`src/dns_response_parser_core_defines.svh`:
```
`ifndef DNS_RESPONSE_PARSER_CORE_DEFINES_SVH
`define DNS_RESPONSE_PARSER_CORE_DEFINES_SVH

// same-cycle implication, checked out of reset
`define DNSRP_ASSERT_NOW(label, ante, cons, msg) \
    label: assert property (@(posedge aclk) disable iff (!aresetn) (ante) |-> (cons)) \
        else $error(msg);

// next-cycle implication, checked out of reset
`define DNSRP_ASSERT_NEXT(label, ante, cons, msg) \
    label: assert property (@(posedge aclk) disable iff (!aresetn) (ante) |=> (cons)) \
        else $error(msg);

`endif

```
`src/dnsrp_pkg.sv`:
```
package dnsrp_pkg;

    localparam int MSG_BYTES = 512;
    localparam int POS_W     = $clog2(MSG_BYTES + 1);

    localparam logic [POS_W-1:0] POS_LIMIT = POS_W'(MSG_BYTES);

    localparam logic [7:0] PTR_MARK  = 8'hC0;
    localparam logic [3:0] HDR_RCODE = 4'd3;
    localparam logic [3:0] HDR_QD_HI = 4'd4;
    localparam logic [3:0] HDR_QD_LO = 4'd5;
    localparam logic [3:0] HDR_AN_HI = 4'd6;
    localparam logic [3:0] HDR_AN_LO = 4'd7;
    localparam logic [3:0] HDR_LAST  = 4'd11;
    localparam logic [3:0] QFIX_LEN  = 4'd4;
    localparam logic [3:0] AFIX_LEN  = 4'd10;

    localparam logic [1:0] KIND_ERR    = 2'd0;
    localparam logic [1:0] KIND_HEADER = 2'd1;
    localparam logic [1:0] KIND_RDATA  = 2'd2;
    localparam logic [1:0] KIND_END    = 2'd3;

    localparam logic [1:0] STAT_COMPLETE  = 2'd0;
    localparam logic [1:0] STAT_TRUNCATED = 2'd1;
    localparam logic [1:0] STAT_REPLY_ERR = 2'd2;

    typedef struct packed {
        logic [7:0] msg_byte;
        logic       final_byte;
    } in_word_t;

    typedef struct packed {
        logic [1:0]  result_kind;
        logic [3:0]  resp_code;
        logic [15:0] answer_number;
        logic [15:0] record_type;
        logic [15:0] record_class;
        logic [31:0] time_to_live;
        logic [13:0] name_offset;
        logic [15:0] rdata_length;
        logic [7:0]  rdata_value;
        logic [1:0]  end_status;
        logic        run_last;
    } out_word_t;

endpackage

```
`src/dns_response_parser_core.sv`:
```
// channel | direction | handshake         | word
// s_      | in        | s_valid / s_ready | dnsrp_pkg::in_word_t
// m_      | out       | m_valid / m_ready | dnsrp_pkg::out_word_t
//
// One message byte is taken per cycle while s_ready is high; its results are known in the same cycle.
// A byte that yields two results (error, answer header or rdata, plus end) fills
// both entries of the two-word result buffer, so s_ready drops until a word is taken.
// s_ready is high while the buffer is empty, or holds one word being taken.
// aresetn is synchronous, active low: parser returns to the header phase.
`include "dns_response_parser_core_defines.svh"

module dns_response_parser_core (
    input  logic                 aclk,
    input  logic                 aresetn,
    input  logic                 s_valid,
    output logic                 s_ready,
    input  dnsrp_pkg::in_word_t  s_data,
    output logic                 m_valid,
    input  logic                 m_ready,
    output dnsrp_pkg::out_word_t m_data
);

    typedef enum logic [3:0] {
        PH_HEADER,
        PH_QNAME,
        PH_QFIXED,
        PH_ANAME,
        PH_ANAME_REST,
        PH_APTR2,
        PH_AFIXED,
        PH_RDATA,
        PH_DONE,
        PH_DROP
    } phase_t;

    phase_t                      phase_reg, phase_next;
    logic [dnsrp_pkg::POS_W-1:0] pos_reg, pos_next;
    logic [3:0]                  fbc_reg, fbc_next;
    logic [15:0]                 qleft_reg, qleft_next;
    logic [15:0]                 aleft_reg, aleft_next;
    logic [15:0]                 aidx_reg, aidx_next;
    logic [15:0]                 type_reg, type_next;
    logic [15:0]                 class_reg, class_next;
    logic [31:0]                 ttl_reg, ttl_next;
    logic [15:0]                 rleft_reg, rleft_next;
    logic [15:0]                 rtotal_reg, rtotal_next;
    logic [13:0]                 nstart_reg, nstart_next;
    logic [3:0]                  rcode_reg, rcode_next;

    logic [1:0]           count_reg;
    dnsrp_pkg::out_word_t slot0_reg, slot1_reg;

    logic                 s_fire, pop;
    logic [7:0]           b;
    logic                 fin, sect, prim_valid;
    logic [1:0]           prim_kind, status;
    logic [1:0]           n_res;
    dnsrp_pkg::out_word_t res_prim, res_end, res_a, res_b;

    assign m_valid = (count_reg != 2'd0);
    assign m_data  = slot0_reg;
    assign pop     = m_valid && m_ready;
    assign s_ready = (count_reg == 2'd0) || (count_reg == 2'd1 && m_ready);
    assign s_fire  = s_valid && s_ready;
    assign b       = s_data.msg_byte;
    assign fin     = s_data.final_byte;

    always_comb begin
        phase_next  = phase_reg;
        pos_next    = pos_reg;
        fbc_next    = fbc_reg;
        qleft_next  = qleft_reg;
        aleft_next  = aleft_reg;
        aidx_next   = aidx_reg;
        type_next   = type_reg;
        class_next  = class_reg;
        ttl_next    = ttl_reg;
        rleft_next  = rleft_reg;
        rtotal_next = rtotal_reg;
        nstart_next = nstart_reg;
        rcode_next  = rcode_reg;
        sect        = 1'b0;
        prim_valid  = 1'b0;
        prim_kind   = dnsrp_pkg::KIND_ERR;

        if (pos_reg < dnsrp_pkg::POS_LIMIT) begin
            pos_next = pos_reg + 1'b1;
            unique case (phase_reg)
                PH_HEADER: begin
                    fbc_next = fbc_reg + 1'b1;
                    if (fbc_reg == dnsrp_pkg::HDR_RCODE) begin
                        rcode_next = b[3:0];
                    end
                    if (fbc_reg == dnsrp_pkg::HDR_QD_HI) begin
                        qleft_next = {b, 8'h00};
                    end
                    if (fbc_reg == dnsrp_pkg::HDR_QD_LO) begin
                        qleft_next = {qleft_reg[15:8], b};
                    end
                    if (fbc_reg == dnsrp_pkg::HDR_AN_HI) begin
                        aleft_next = {b, 8'h00};
                    end
                    if (fbc_reg == dnsrp_pkg::HDR_AN_LO) begin
                        aleft_next = {aleft_reg[15:8], b};
                    end
                    if (fbc_reg == dnsrp_pkg::HDR_RCODE && b[3:0] != 4'd0) begin
                        prim_valid = 1'b1;
                        prim_kind  = dnsrp_pkg::KIND_ERR;
                        phase_next = PH_DROP;
                    end else if (fbc_reg == dnsrp_pkg::HDR_LAST) begin
                        sect = 1'b1;
                    end
                end
                PH_QNAME: begin
                    if (b == 8'd0) begin
                        phase_next = PH_QFIXED;
                        fbc_next   = 4'd0;
                    end
                end
                PH_QFIXED: begin
                    fbc_next = fbc_reg + 1'b1;
                    if (fbc_next >= dnsrp_pkg::QFIX_LEN) begin
                        qleft_next = qleft_reg - 1'b1;
                        sect       = 1'b1;
                    end
                end
                PH_ANAME: begin
                    fbc_next = 4'd0;
                    if ((b & dnsrp_pkg::PTR_MARK) == dnsrp_pkg::PTR_MARK) begin
                        nstart_next = {b[5:0], 8'h00};
                        phase_next  = PH_APTR2;
                    end else begin
                        nstart_next = 14'(pos_reg);
                        phase_next  = (b == 8'd0) ? PH_AFIXED : PH_ANAME_REST;
                    end
                end
                PH_ANAME_REST: begin
                    if (b == 8'd0) begin
                        phase_next = PH_AFIXED;
                        fbc_next   = 4'd0;
                    end
                end
                PH_APTR2: begin
                    nstart_next = nstart_reg | {6'd0, b};
                    phase_next  = PH_AFIXED;
                    fbc_next    = 4'd0;
                end
                PH_AFIXED: begin
                    if (fbc_reg < 4'd2) begin
                        type_next = {type_reg[7:0], b};
                    end else if (fbc_reg < 4'd4) begin
                        class_next = {class_reg[7:0], b};
                    end else if (fbc_reg < 4'd8) begin
                        ttl_next = {ttl_reg[23:0], b};
                    end else begin
                        rtotal_next = {rtotal_reg[7:0], b};
                    end
                    fbc_next = fbc_reg + 1'b1;
                    if ({1'b0, fbc_reg} + 5'd1 >= {1'b0, dnsrp_pkg::AFIX_LEN}) begin
                        fbc_next   = 4'd0;
                        rleft_next = rtotal_next;
                        prim_valid = 1'b1;
                        prim_kind  = dnsrp_pkg::KIND_HEADER;
                        if (rtotal_next == 16'd0) begin
                            aidx_next  = aidx_reg + 1'b1;
                            aleft_next = aleft_reg - 1'b1;
                            sect       = 1'b1;
                        end else begin
                            phase_next = PH_RDATA;
                        end
                    end
                end
                PH_RDATA: begin
                    prim_valid = 1'b1;
                    prim_kind  = dnsrp_pkg::KIND_RDATA;
                    rleft_next = rleft_reg - 1'b1;
                    if (rleft_next == 16'd0) begin
                        aidx_next  = aidx_reg + 1'b1;
                        aleft_next = aleft_reg - 1'b1;
                        sect       = 1'b1;
                    end
                end
                default: begin
                end
            endcase
        end

        if (sect) begin
            fbc_next = 4'd0;
            if (qleft_next != 16'd0) begin
                phase_next = PH_QNAME;
            end else if (aleft_next != 16'd0) begin
                phase_next = PH_ANAME;
            end else begin
                phase_next = PH_DONE;
            end
        end

        if (phase_next == PH_DROP) begin
            status = dnsrp_pkg::STAT_REPLY_ERR;
        end else if (phase_next == PH_DONE) begin
            status = dnsrp_pkg::STAT_COMPLETE;
        end else begin
            status = dnsrp_pkg::STAT_TRUNCATED;
        end

        res_prim               = '0;
        res_prim.result_kind   = prim_kind;
        res_prim.resp_code     = rcode_next;
        res_prim.run_last      = !fin;
        if (prim_kind != dnsrp_pkg::KIND_ERR) begin
            res_prim.answer_number = aidx_reg;
            res_prim.record_type   = type_next;
            res_prim.record_class  = class_next;
            res_prim.time_to_live  = ttl_next;
            res_prim.name_offset   = nstart_next;
            res_prim.rdata_length  = rtotal_next;
        end
        if (prim_kind == dnsrp_pkg::KIND_RDATA) begin
            res_prim.rdata_value = b;
        end

        res_end               = '0;
        res_end.result_kind   = dnsrp_pkg::KIND_END;
        res_end.resp_code     = rcode_next;
        res_end.answer_number = aidx_next;
        res_end.end_status    = status;
        res_end.run_last      = 1'b1;

        res_a = res_prim;
        res_b = res_end;
        if (prim_valid && fin) begin
            n_res = 2'd2;
        end else if (prim_valid) begin
            n_res = 2'd1;
        end else if (fin) begin
            n_res = 2'd1;
            res_a = res_end;
        end else begin
            n_res = 2'd0;
        end

        if (fin) begin
            phase_next  = PH_HEADER;
            pos_next    = '0;
            fbc_next    = 4'd0;
            qleft_next  = 16'd0;
            aleft_next  = 16'd0;
            aidx_next   = 16'd0;
            type_next   = 16'd0;
            class_next  = 16'd0;
            ttl_next    = 32'd0;
            rleft_next  = 16'd0;
            rtotal_next = 16'd0;
            nstart_next = 14'd0;
            rcode_next  = 4'd0;
        end
    end

    always_ff @(posedge aclk) begin
        if (!aresetn) begin
            phase_reg  <= PH_HEADER;
            pos_reg    <= '0;
            fbc_reg    <= 4'd0;
            qleft_reg  <= 16'd0;
            aleft_reg  <= 16'd0;
            aidx_reg   <= 16'd0;
            type_reg   <= 16'd0;
            class_reg  <= 16'd0;
            ttl_reg    <= 32'd0;
            rleft_reg  <= 16'd0;
            rtotal_reg <= 16'd0;
            nstart_reg <= 14'd0;
            rcode_reg  <= 4'd0;
            count_reg  <= 2'd0;
        end else begin
            if (s_fire) begin
                phase_reg  <= phase_next;
                pos_reg    <= pos_next;
                fbc_reg    <= fbc_next;
                qleft_reg  <= qleft_next;
                aleft_reg  <= aleft_next;
                aidx_reg   <= aidx_next;
                type_reg   <= type_next;
                class_reg  <= class_next;
                ttl_reg    <= ttl_next;
                rleft_reg  <= rleft_next;
                rtotal_reg <= rtotal_next;
                nstart_reg <= nstart_next;
                rcode_reg  <= rcode_next;
            end
            // a taken input word replaces the buffer contents with its own results
            if (s_fire) begin
                slot0_reg <= res_a;
                slot1_reg <= res_b;
                count_reg <= n_res;
            end else if (pop) begin
                slot0_reg <= slot1_reg;
                count_reg <= count_reg - 1'b1;
            end
        end
    end

    `DNSRP_ASSERT_NOW(a_two_ends_with_end, s_fire && n_res == 2'd2,
        res_b.result_kind == dnsrp_pkg::KIND_END, "second result of a byte is not an end word")
    `DNSRP_ASSERT_NEXT(a_final_restarts, s_fire && fin,
        phase_reg == PH_HEADER && pos_reg == '0, "parser did not restart after final byte")
    `DNSRP_ASSERT_NOW(a_pos_bounded, 1'b1,
        pos_reg <= dnsrp_pkg::POS_LIMIT, "byte position ran past the message bound")
    `DNSRP_ASSERT_NOW(a_end_is_last, m_valid && m_data.result_kind == dnsrp_pkg::KIND_END,
        m_data.run_last, "end word not marked as last of its byte")
    `DNSRP_ASSERT_NOW(a_drop_has_rcode, phase_reg == PH_DROP,
        rcode_reg != 4'd0, "drop phase without a nonzero reply code")

endmodule

```
`config.mk`:
```
export PLATFORM = sky130hd
export DESIGN_NAME = dns_response_parser_core
export DESIGN_NICKNAME = d
export VERILOG_FILES = /design/src/dnsrp_pkg.sv /design/src/dns_response_parser_core.sv
export VERILOG_INCLUDE_DIRS = /design/src /design/src/src
export SDC_FILE = /design/constraint.sdc
export NUM_CORES = 1
export LEC_CHECK = 0
export BUFFER_PORTS_ARGS = -buffer_cell sky130_fd_sc_hd__buf_2
export CAP_MARGIN = 20
export CORE_MARGIN = 2
export CORE_UTILIZATION = 29
export CTS_BUF_LIST = sky130_fd_sc_hd__clkbuf_16
export CTS_CLUSTER_DIAMETER = 80
export DETAILED_ROUTE_END_ITERATION = 6
export HOLD_SLACK_MARGIN = 0.08
export PLACE_DENSITY_LB_ADDON = 0.05
export REMOVE_ABC_BUFFERS = 1
export SYNTH_ARGS = -nofsm -noshare
export SYNTH_HDL_FRONTEND = slang
export SYNTH_SLANG_ARGS = --single-unit
```
`constraint.sdc`:
```
create_clock -name aclk -period 9.9 [get_ports aclk]
set_input_delay 0.495 -clock aclk [delete_from_list [all_inputs] [get_ports aclk]]
set_output_delay 0.495 -clock aclk [all_outputs]
set_load 0.01 [all_outputs]
```
==> impl_metrics.yaml <==
outcome:
  outcome: "finished, final reports clean"
route:
  drc: 0
  ant_nets: 0
  drt_iter0_markers: 1007
  via_count: 15440
  finalWirelength_microns: 63640
  detail_route.first_pass.iterations: 5
  avgViaCountPerCell: 5.455
  wl_per_cell_microns: 22.48
critical_path:
  r2r_start: "phase_reg[0]"
  crit_family: "simple AND/OR/NAND/NOR gates"
  critPathArrivalTime_ns: 5.37
  worstSetupStartpointType: "register"
  worstPathRequired_ns: 10.28
  crit_buf_inv: 3
  cp_slowest_stage_delay_ns: 0.93
  r2r_setup_slack_ns: 4.91
  crit_fanout: 80
  cp-end-kind: "register"
  r2r-end: "m_data[11]"
  cp_cell_sequence: "nor4_2 > nand2_1 > or4_1 > a31oi_1 > ha_1 > nor3_2 > buf_4 > nor2_1 > buf_4 > nand2_4 > buf_4 > a211oi_1"
  path_class: "register to register"
  worst_r2r_path_depth: 12
  critPathSlowestCell: "nor4_2"
  path_common_cell: "buf_4"
cts:
  post_cts_buffers: 0
  ctsHtreeMaxLevel: 2
  cts_resized: 0
  cts_made_buffers: 43
  clock_sinks: 331
  cts_tree: "done"
  ctsRootBufferMaster: "clkbuf_16"
  clk_pin_slew_ns: 0.06
  cts.hold.buffers_added: 0
  cts_buffer_depth: 3
  clock_latency_ns: 0.59
synthesis:
  synth_seq_cells: 331
  syn_inst: 1950
  avgSynthCellArea_sq_um: 8.917
  synthArstFlopShare_pct: 0
  syn-cell-area_sq_um: 17390
  synth-edff-count: 149
  ys_types: 96
  yosysWarnings: 0
  ys_seq_area_share_pct: 46.69
  synthFlopType: "dfxtp_1"
final_layout:
  final_common_cell: "nand2_1"
  areaGrowthSynthToFinish_pct: 15.59
  layout.nets: 2050
  diodes: 0
  layout_common_cells: "nand2_1, dfxtp_1, nor2b_1, edfxtp_1, a22oi_1"
  final_core_util_pct: 33.99
  final_layout_size_suffix_gt1_share_pct: 14.19
  largest_reg_flops: 127
floorplan:
  io_pins: 142
  start_util_pct: 29.41
  dieHeight_microns: 248.9
  fp.dieW_microns: 248.9
  core-area_sq_um: 59130
  dieArea_sq_um: 61930
  num_rows: 89
power:
  powerDensity_nw_per_um2: 170.2
  p_clk_share_pct: 43.9
  power_switching_uw: 966.3
  swShare_pct: 28.25
  p_leak_uw: 0.006867
  internal_power_uw: 2455
  seqPwrFrac_pct: 44.6
  combPwrFrac_pct: 11.5
  max-vdd-ir-drop_mv: 0.1135
global_routing:
  grt_max_degree: 81
  grt_pass1_wl_microns: 96240
  grt-ovfl-total: 0
  grt_usage_pct: 20.01
  grt_pass1_vias: 15090
  antenna_found_initial: 0
sta:
  hold_viol: 0
  skew_ns: 0.02202
  finalMaxSlewViolations: 0
  fmax_mhz: 200.4
  tns_ns: 0
  rsz0062_at_grt: "no"
  finalSetupViolCount: 0
  final.period_utilization_pct: 50.40
  min_period_ns: 4.989
  maxSlewHeadroom_pct: 32.49
  tightest_slew_ns: 1.005
run:
  cap_violations: 0
hold_path:
  hold_path_class: "primary input to register"
  holdPathEnd: "count_reg[0]"
  worstHoldPathCells: 4
  hold_start: "m_ready"
placed_design:
  place_congestion: 0.8888
  port_buffers: 141
  dp_hpwl_microns: 40570
-- stage by stage --
| step | worst slack (ns) | hold WS [ns] | total power [uW] | cell area [sq um] | instances |
|---|---|---|---|---|---|
| after floorplan | 2.898 | 0.4665 | 1759 | 16760 | 1801 |
| after global placement | 5.057 | 0.4839 | 1957 | 18750 | 2749 |
| after detailed placement | 4.903 | 0.4960 | 1955 | 18750 | 2749 |
| after CTS | 4.876 | 0.4003 | 3480 | 20090 | 2829 |
| after global routing | 4.611 | 0.4492 | 3565 | 20100 | 2831 |
| final | 4.911 | 0.4164 | 3421 | 20100 | 2831 |
-- worst min-delay path, stage by stage --
cell	delay, ns
buf_2	0.09
mux2i_1	0.17
nand2_1	0.11
a21boi_0	0.07
-- power by group through the flow --
stage               clock network (uW)  logic [uW]  registers (uW)
global placement                     0         402            1550
detailed placement                   0         400            1560
floorplan                            0         176            1580
global route                      1600         431            1530
CTS                               1550         402            1530
finish                            1500         395            1530
-- Yosys cell counts (all sizes together) (16+ instances only) --
cell type | n | area share, %
nor2b | 157 | 5.6
clkbuf | 129 | 3.0
and2 | 30 | 1.1
nor4 | 26 | 1.1
or3 | 29 | 1.1
nand3 | 31 | 0.89
o21ai | 104 | 3.0
a211oi | 16 | 0.72
inv | 23 | 0.50
buf | 19 | 0.57
or4 | 22 | 1.1
dfxtp | 182 | 21
nor3 | 47 | 1.4
mux2i | 20 | 1.2
a22oi | 142 | 6.1
and3 | 26 | 0.95
nand2 | 283 | 6.1
a21oi | 136 | 3.9
edfxtp | 149 | 26
nor2 | 132 | 2.9
-- final cells by class --
cell class                 instances  area, sq um
fill                            6160        39030
multi-input combinational       1445         8605
sequential                       331         8118
clock buffer                      43         1076
timing repair buffer             177        975.9
tap                              773        967.2
clock inverter                    37        264.0
inverter                          25        93.84
-- worst max-delay path by stage --
stage,cells after the start,end,from
6_report,12,m_data[11],phase_reg[0]
5_1_grt,12,m_data[11],phase_reg[0]
4_1_cts,12,m_data[11],phase_reg[0]
3_5_place_dp,12,m_data[11],phase_reg[0]
3_3_place_gp,12,m_data[11],phase_reg[0]
2_1_floorplan,4,m_data[0],count_reg[0]
-- per-layer routing --
layer | global-route usage, % | vias to the layer above | routed length [microns]
met2 | 32.23 | 428 | 29270
li1 | - | 7285 | -
met5 | 0 | - | 0
met3 | 3.511 | 111 | 3068
met4 | 6.494 | 0 | 1675
met1 | 27.16 | 7618 | 29630
-- cell families (layout without fill, tap and decap cells) --
group                    count (synthesis)  count (layout)  synth area share, %
XOR/XNOR                                22              22                1.108
AND/OR/NAND/NOR                        845             845                24.80
adder cells (fa/ha/maj)                 14              14                1.007
multiplexers                            29              29                1.734
flip-flops                             331             331                46.69
buffers and inverters                  174             282                4.174
AO/OA/AOI/OAI                          535             535                20.49
Power figures use the tool's default switching activity.
